==> config.mk <==
export PLATFORM = sky130hd
export DESIGN_NAME = gld_controller
export DESIGN_NICKNAME = d
export VERILOG_FILES = /design/src/rtl/gld_pkg.sv /design/src/rtl/gld_controller.sv
export SDC_FILE = /design/constraint.sdc
export NUM_CORES = 1
export LEC_CHECK = 0
export BUFFER_PORTS_ARGS = -buffer_cell sky130_fd_sc_hd__clkbuf_2
export CAP_MARGIN = 20
export CORE_ASPECT_RATIO = 1.1
export CORE_MARGIN = 3
export CORE_UTILIZATION = 45
export DETAILED_ROUTE_END_ITERATION = 16
export PLACE_DENSITY = 0.82
export SLEW_MARGIN = 20
export SYNTH_ARGS = -nofsm -noshare
export SYNTH_HDL_FRONTEND = slang
export SYNTH_SLANG_ARGS = --single-unit
==> constraint.sdc <==
create_clock -name clk_i -period 4.1 [get_ports clk_i]
set_input_delay 0 -clock clk_i [delete_from_list [all_inputs] [get_ports clk_i]]
set_output_delay 0 -clock clk_i [all_outputs]
set_load 0.01 [all_outputs]
==> src/rtl/gld_pkg.sv <==
// shared types and constants of the gif lzw decoder
`timescale 1ns / 1ps
package gld_pkg;

  localparam int MAX_CODE_BITS = 12;
  localparam int TABLE_SIZE    = 1 << MAX_CODE_BITS;
  localparam int STACK_DEPTH   = 8192;
  localparam int ACC_BITS      = 24;
  localparam int TIDX_W        = MAX_CODE_BITS;
  localparam int CODE_W        = MAX_CODE_BITS + 1;
  localparam int LIMIT_W       = MAX_CODE_BITS + 2;
  localparam int SIDX_W        = $clog2(STACK_DEPTH);
  localparam int SCNT_W        = SIDX_W + 1;
  localparam int FILL_W        = $clog2(ACC_BITS + 1);
  localparam int WID_W         = 4;
  localparam int BYTE_W        = 8;
  localparam int MIN_SIZE      = 2;

  typedef enum logic [1:0] {
    ACT_START   = 2'd0,
    ACT_FEED    = 2'd1,
    ACT_REQUEST = 2'd2,
    ACT_UNUSED  = 2'd3
  } action_e;

  typedef enum logic [2:0] {
    ST_PIXEL   = 3'd0,
    ST_TAKEN   = 3'd1,
    ST_REFUSED = 3'd2,
    ST_NEED    = 3'd3,
    ST_END     = 3'd4,
    ST_ERROR   = 3'd5
  } status_e;

  typedef enum logic [2:0] {
    PH_IDLE  = 3'd0,
    PH_FIRST = 3'd1,
    PH_RUN   = 3'd2,
    PH_ENDED = 3'd3,
    PH_ERROR = 3'd4
  } phase_e;

  typedef enum logic [3:0] {
    CMD_NONE,
    CMD_START,
    CMD_FAIL,
    CMD_FEED,
    CMD_POP,
    CMD_TAKE,
    CMD_CLEAR,
    CMD_FIRST,
    CMD_END,
    CMD_BEGIN,
    CMD_READ,
    CMD_STEP,
    CMD_ROOT
  } cmd_e;

  typedef struct packed {
    phase_e              phase;
    logic                stack_empty;
    logic                need_bits;
    logic                stream_done;
    logic                code_clear;
    logic                code_gt_clear;
    logic                code_stop;
    logic                walk_more;
    logic                circular;
    status_e             feed_st;
    logic [BYTE_W-1:0]   stk_pix;
    logic [BYTE_W-1:0]   code_pix;
  } dp_stat_t;

endpackage

==> src/rtl/gld_controller.sv <==
// decoder controller: sequences each word and holds the result register
`timescale 1ns / 1ps
module gld_controller import gld_pkg::*; (
  input  logic              clk_i,
  input  logic              rst_ni,
  input  logic              in_valid_i,
  output logic              in_ready_o,
  input  logic [1:0]        action_i,
  input  logic [BYTE_W-1:0] data_i,
  output logic              out_valid_o,
  input  logic              out_ready_i,
  output logic [2:0]        status_o,
  output logic [BYTE_W-1:0] pixel_o,
  output cmd_e              cmd_o,
  input  dp_stat_t          stat_i
);

  typedef enum logic [2:0] {
    S_IDLE, S_REQ, S_POP, S_CODE, S_WALK, S_STEP
  } state_e;

  state_e            state_q, state_d;
  logic              vld_q;
  status_e           st_q, st_d;
  logic [BYTE_W-1:0] pix_q, pix_d;
  logic              load_d;
  logic              accept_w;

  assign in_ready_o = (state_q == S_IDLE) && (!vld_q || out_ready_i);
  assign accept_w   = in_valid_i && in_ready_o;

  always_comb begin
    state_d = state_q;
    cmd_o   = CMD_NONE;
    load_d  = 1'b0;
    st_d    = ST_REFUSED;
    pix_d   = '0;
    case (state_q)
      S_IDLE: begin
        if (accept_w) begin
          case (action_i)
            ACT_START: begin
              load_d = 1'b1;
              if (data_i < BYTE_W'(MIN_SIZE) || data_i > BYTE_W'(MAX_CODE_BITS)) begin
                cmd_o = CMD_FAIL;
                st_d  = ST_ERROR;
              end else begin
                cmd_o = CMD_START;
                st_d  = ST_TAKEN;
              end
            end
            ACT_FEED: begin
              load_d = 1'b1;
              cmd_o  = CMD_FEED;
              st_d   = stat_i.feed_st;
            end
            ACT_REQUEST: state_d = S_REQ;
            default: begin
              load_d = 1'b1;
              st_d   = ST_REFUSED;
            end
          endcase
        end
      end
      S_REQ: begin
        if (stat_i.phase == PH_IDLE || stat_i.phase == PH_ERROR) begin
          load_d = 1'b1;
          st_d   = ST_ERROR;
        end else if (stat_i.phase == PH_ENDED) begin
          load_d = 1'b1;
          st_d   = ST_END;
        end else if (!stat_i.stack_empty) begin
          cmd_o   = CMD_POP;
          state_d = S_POP;
        end else if (stat_i.need_bits) begin
          load_d = 1'b1;
          if (stat_i.stream_done) begin
            cmd_o = CMD_FAIL;
            st_d  = ST_ERROR;
          end else begin
            st_d = ST_NEED;
          end
        end else begin
          cmd_o   = CMD_TAKE;
          state_d = S_CODE;
        end
      end
      S_POP: begin
        load_d = 1'b1;
        st_d   = ST_PIXEL;
        pix_d  = stat_i.stk_pix;
      end
      S_CODE: begin
        if (stat_i.code_clear) begin
          cmd_o   = CMD_CLEAR;
          state_d = S_REQ;
        end else if (stat_i.phase == PH_FIRST) begin
          load_d = 1'b1;
          if (stat_i.code_gt_clear) begin
            cmd_o = CMD_END;
            st_d  = ST_END;
          end else begin
            cmd_o = CMD_FIRST;
            st_d  = ST_PIXEL;
            pix_d = stat_i.code_pix;
          end
        end else if (stat_i.code_stop) begin
          load_d = 1'b1;
          cmd_o  = CMD_END;
          st_d   = ST_END;
        end else begin
          cmd_o   = CMD_BEGIN;
          state_d = S_WALK;
        end
      end
      S_WALK: begin
        if (stat_i.walk_more) begin
          cmd_o   = CMD_READ;
          state_d = S_STEP;
        end else begin
          cmd_o   = CMD_ROOT;
          state_d = S_REQ;
        end
      end
      S_STEP: begin
        if (stat_i.circular) begin
          load_d = 1'b1;
          cmd_o  = CMD_FAIL;
          st_d   = ST_ERROR;
        end else begin
          cmd_o   = CMD_STEP;
          state_d = S_WALK;
        end
      end
      default: state_d = S_IDLE;
    endcase
    if (load_d) begin
      state_d = S_IDLE;
    end
  end

  always_ff @(posedge clk_i or negedge rst_ni) begin
    if (!rst_ni) begin
      state_q <= S_IDLE;
      vld_q   <= 1'b0;
      st_q    <= ST_PIXEL;
      pix_q   <= '0;
    end else begin
      state_q <= state_d;
      if (load_d) begin
        vld_q <= 1'b1;
        st_q  <= st_d;
        pix_q <= pix_d;
      end else if (out_ready_i) begin
        vld_q <= 1'b0;
      end
    end
  end

  assign out_valid_o = vld_q;
  assign status_o    = st_q;
  assign pixel_o     = pix_q;

endmodule

== Word-level counts from Yosys, hierarchy flattened ==
Index checks and enable logic that the tools add are counted.

* Equality and inequality tests: 19
* Muxes and demuxes: 59
* Reductions and logical operators: 11
* Magnitude comparators: 2

{| class="wikitable"
|+ Operators with widths
! cell !! count
|-
| $mux 3 || 25
|-
| $mux 4 || 8
|-
| $mux 8 || 3
|-
| $pmux 4 s5 || 1
|-
| $pmux 3 s6 || 1
|-
| $pmux 8 s2 || 1
|-
| $pmux 3 s5 || 1
|-
| $mux 1 || 13
|-
| $ne 3x3->1 const B || 4
|-
| $ne 4x4->1 const B || 3
|-
| $eq 3x2->1 const B || 3
|-
| $eq 3x3->1 const B || 3
|-
| $reduce_and 9->1 || 1
|-
| $gt 8x4->1 const B || 1
|-
| $lt 8x2->1 const B || 1
|-
| $eq 3x1->1 const B || 2
|-
| $logic_not 3->1 || 2
|-
| $mux 2 || 3
|-
| $pmux 3 s2 || 1
|-
| $pmux 1 s5 || 1
|-
| $pmux 2 s2 || 1
|-
| $logic_or 1x1->1 || 3
|-
| $ne 3x2->1 const B || 1
|-
| $eq 2x1->1 const B || 1
|-
| 6 further kinds || 7
|}

* Bits in registers: 15
* Input port bits: 44
* Word-level logic and storage cells: 95
* Output and inout port bits: 17

== Depth between registers and ports, before layout ==
* Depth after elaboration: 8
* Depth in mapped cells: 7
* Depth with buffers taken out: 5

== Least setup slack after synthesis ==
Ideal clock, no wire load.

* Path type: reg2reg
* Start point: reg state_q[1]
* End point: reg pix_q[0] (netlist: pixel_o[0])
* Required time: 3.973 ns
* Arrival: 1.482 ns
* Clock period less this slack: 1.609 ns
* Library setup time: 0.127 ns
* Stages on the path, launching flop included: 8
* Buffers on the path: 2
* Slack: 2.491 ns
* Cells stage by stage: dfrtp_1 buf_6 nor3_4 nand3_2 o2111a_1 buf_6 a222oi_1 inv_1

* Longest elaborated chain between the ends: 5
* Elaborated cells on any way between the ends: 10
* Those cells by class: eq/ne: 4; mux: 3; reduce/logical: 3

{| class="wikitable"
|+ Ends and longest elaborated chain
! element !! line !! RTL
|-
| start, declared || gld_controller.sv:22 || <nowiki>state_e state_q, state_d;</nowiki>
|-
| start signal, assigned || gld_controller.sv:149 || <nowiki>state_q <= state_d;</nowiki>
|-
| $logic_not 3->1 || gld_controller.sv:29, gld_controller.sv:38 ||
|-
| $logic_and 1x1->1 || gld_controller.sv:29 || <nowiki>assign in_ready_o = (state_q == S_IDLE) && (!vld_q || out_ready_i);</nowiki>
|-
| $logic_and 1x1->1 || gld_controller.sv:30 || <nowiki>assign accept_w = in_valid_i && in_ready_o;</nowiki>
|-
| $mux 1 || gld_controller.sv:40 || <nowiki>if (accept_w) begin</nowiki>
|-
| $pmux 1 s5 || gld_controller.sv:38 || <nowiki>case (state_q)</nowiki>
|-
| end signal, assigned || gld_controller.sv:153 || <nowiki>pix_q <= pix_d;</nowiki>
|-
| end, declared || gld_controller.sv:25 || <nowiki>logic [BYTE_W-1:0] pix_q, pix_d;</nowiki>
|}

Several ways; a longest one is shown, not always the timed one.
A chain may end at the register's enable or synchronous reset.

== Worst setup path after layout ==
* Start point: reg state_q[1]
* End point: reg pix_q[6] (netlist: pixel_o[6])

Same word-level chain as after synthesis.

==> results.cfg <==
[run_status]
status = finished clean

[timing]
drv_slew = 0
fmax_mhz = 402
setup_viol = 0
finalHoldViolCount = 0
period_minus_slack_ns = 2.49
slew_headroom_pct = 65.5
fin_crit_sh_pct = 60.6
tightest_slew_ns = 0.510
rsz0062_at_grt = no
finalSetupTns_ns = 0
skew_ns = 0.00645

[run]
drv_cap = 0

[global_routing]
grt_max_degree = 16
antenna_found_initial = 0
grt_pass1_wl_mm = 5.33
grt_pass1_vias = 1212
overflow = 0
track_usage_pct = 23.9

[clock_network]
clk_latency_ns = 0.28
cts-buffers-inserted = 3
cts_max_path_buffers = 2
postCtsSetupRepairBufs = 0
cts_resized = 0
cts_sinks = 15
cts.reportedPaths.clkPinSlew_ns = 0.09
cts_tree = built
h-tree-depth = 1
cts-root-buf = clkbuf_4

[floorplanning]
dieHeight_um = 56.9
boundaryPins = 61
dieArea_um2 = 2980
core_area_um2 = 2130
row_count = 17
start_util_pct = 49.9
die_width_um = 52.3

[pwr]
leakagePower_nw = 0.795
peakVddDrop_uv = 385
p_per_area_nw_per_um2 = 478

[synth]
ys_seq_area_share_pct = 35.4
yosysTopAreaCell = dfrtp_1
synthDistinctLibCells = 47
postSynthCellCount = 115
ys_warn_count = 0
syn_avg_cell_area_um2 = 9.23
async_reset_ff_share_pct = 100
synth_flop_cell = dfrtp_1
syn_area_um2 = 1060
synth_top_area_share_pct = 35.4
synth_area_leaders = dfrtp_1 35%, a222oi_1 7.5%, buf_6 4.2%
synth-seq-cells = 15
synthesis.nets = 159
synth-edff-count = 0

[routing]
drt-vias-per-instance = 5.62
post_drt_wl_per_cell_um = 15.1
antenna_left = 0
wl_mm = 3.30
remaining_drc_errors = 0
drtIter0Drc = 80
firstDrtPassIters = 6
vias = 1230

[layout]
syn_to_final_growth_pct = 45.5
fin_nets = 236
antenna_cells = 0
drive_gt1_share_pct = 36.6
finalInstanceArea_um2 = 1540
nFillCells = 184

[worst_setup_path]
arrival_ns = 2.66
reg2reg_depth = 6
path_class = reg2reg
worst-path-buf-inv = 2
cp.depth = 6
start_kind = register
worstSetupEndpointType = register
crit_family = compound AO/OA/AOI/OAI gates
cp_data_required_time_ns = 4.28
cpMaxStageDelayCell = dlygate4sd3_1
slowest_delay_ns = 0.61
crit_chain = nor3b_4 -> a31oi_2 -> o2111a_1 -> a222oi_1 -> dlygate4sd3_1 -> inv_1
path_max_fanout = 13

[worst_hold_path]
holdPathStages = 3
hold_class = in2reg

[placement]
gp_congestion = 0.891
io_buffer_count = 60
dp_hpwl_mm = 2.38
place_area_um2 = 1350
[placed cells by master (no fill, tap or decap), types with 3 or more instances in the layout]
cell / Yosys / layout
a222oi_1: 8 / 8
a31oi_1: 4 / 4
clkbuf_2: 0 / 60
clkbuf_4: 0 / 3
dfrtp_1: 15 / 15
dlygate4sd3_1: 0 / 17
inv_1: 9 / 9
nand2_1: 7 / 7
nor2_1: 12 / 12
nor3b_1: 3 / 3
o21ai_0: 6 / 6
or3_1: 4 / 4
[routing by layer]
layer  share of wire [%]  up-vias  global-route usage (%)
met4                 3.1        0                    9.49
met1                  38      575                    27.6
met3                 6.1       10                    6.37
met5                   0        -                       0
li1                    -      598                       -
met2                  53       47                    40.8
[layout make-up]
class / count / area, um2 / share of cell area, %
Inverter: 10 / 37.5 / 2.43
Timing Repair Buffer: 77 / 470 / 30.5
Clock buffer: 4 / 26.3 / 1.70
Tap cell: 28 / 35.0 / 2.27
Multi-Input combinational cell: 85 / 599 / 38.8
Sequential cell: 15 / 375 / 24.3
[cells by family (layout without fill, tap and decap cells)]
logic type      count (synthesis)  after routing  synth area share [%]
compound gates                 38             38                  28.5
buf+inv                        15             91                  8.14
flops                          15             15                  35.4
simple gates                   47             47                  27.9
[state kept, by name, indices dropped and copies added, names as in the netlist]
name         count
pixel_o          8
state_q          3
status_o         3
out_valid_o      1
[metrics by stage]
stage	std cells	setup slack (ns)	hold slack [ns]	total power, W	util, %
floorplan	115	2.49	-0.296	0.000494	-
global placement	198	2.28	-0.0721	0.000591	63.4
detailed placement	198	2.20	-0.0613	0.000601	63.4
CTS	219	1.68	0.0484	0.000737	72.6
global route	219	1.44	0.0696	0.000799	72.6
finish	219	1.61	0.0523	0.000738	72.6
[worst reg2reg max path, cell delays in order, from the launching register on]
cell and delay (ns):
dfrtp_1 0.58, nor3b_4 0.47, a31oi_2 0.09, o2111a_1 0.27, a222oi_1 0.32, dlygate4sd3_1 0.61, inv_1 0.04
[where the power goes]
group          internal (W)  switching, W  total (W)  leakage, nW
combinational      0.000201      0.000197   0.000398        0.585
clock             0.0000378     0.0000447  0.0000824       0.0150
sequential         0.000205     0.0000523   0.000257        0.195
[Yosys cell counts, drive strengths merged, types with 2 or more instances]
cell type,instances
dfrtp,15
and2,2
o211ai,2
nand3,2
nor2,12
a31oi,5
nor4,2
nand2b,2
o21ai,8
or3,4
and2b,2
nor3,2
buf,4
and3b,2
inv,10
nor3b,4
nand2,7
a222oi,8
[path summary, 6_finish.rpt]
path                                    startpoint                 endpoint  slack (ns)
min                                    out_ready_i  out_valid_o$_DFFE_PN0P_        0.05
max reg2reg                 state_q[1]$_DFFE_PN0P_   pixel_o[6]$_DFFE_PN0P_        1.61
max in group asynchronous                   rst_ni   state_q[1]$_DFFE_PN0P_        3.66
max                         state_q[1]$_DFFE_PN0P_   pixel_o[6]$_DFFE_PN0P_        1.61
min reg2reg                status_o[2]$_DFFE_PN0P_  status_o[2]$_DFFE_PN0P_        0.57
min in group asynchronous                   rst_ni  status_o[2]$_DFFE_PN0P_        0.17
[what timing repair did]
action                     in CTS  in global routing
setup endpoints to repair       0                  0
hold buffers                   17                  0
hold endpoints to repair       23                  0
(Power assumes the default switching activity.)
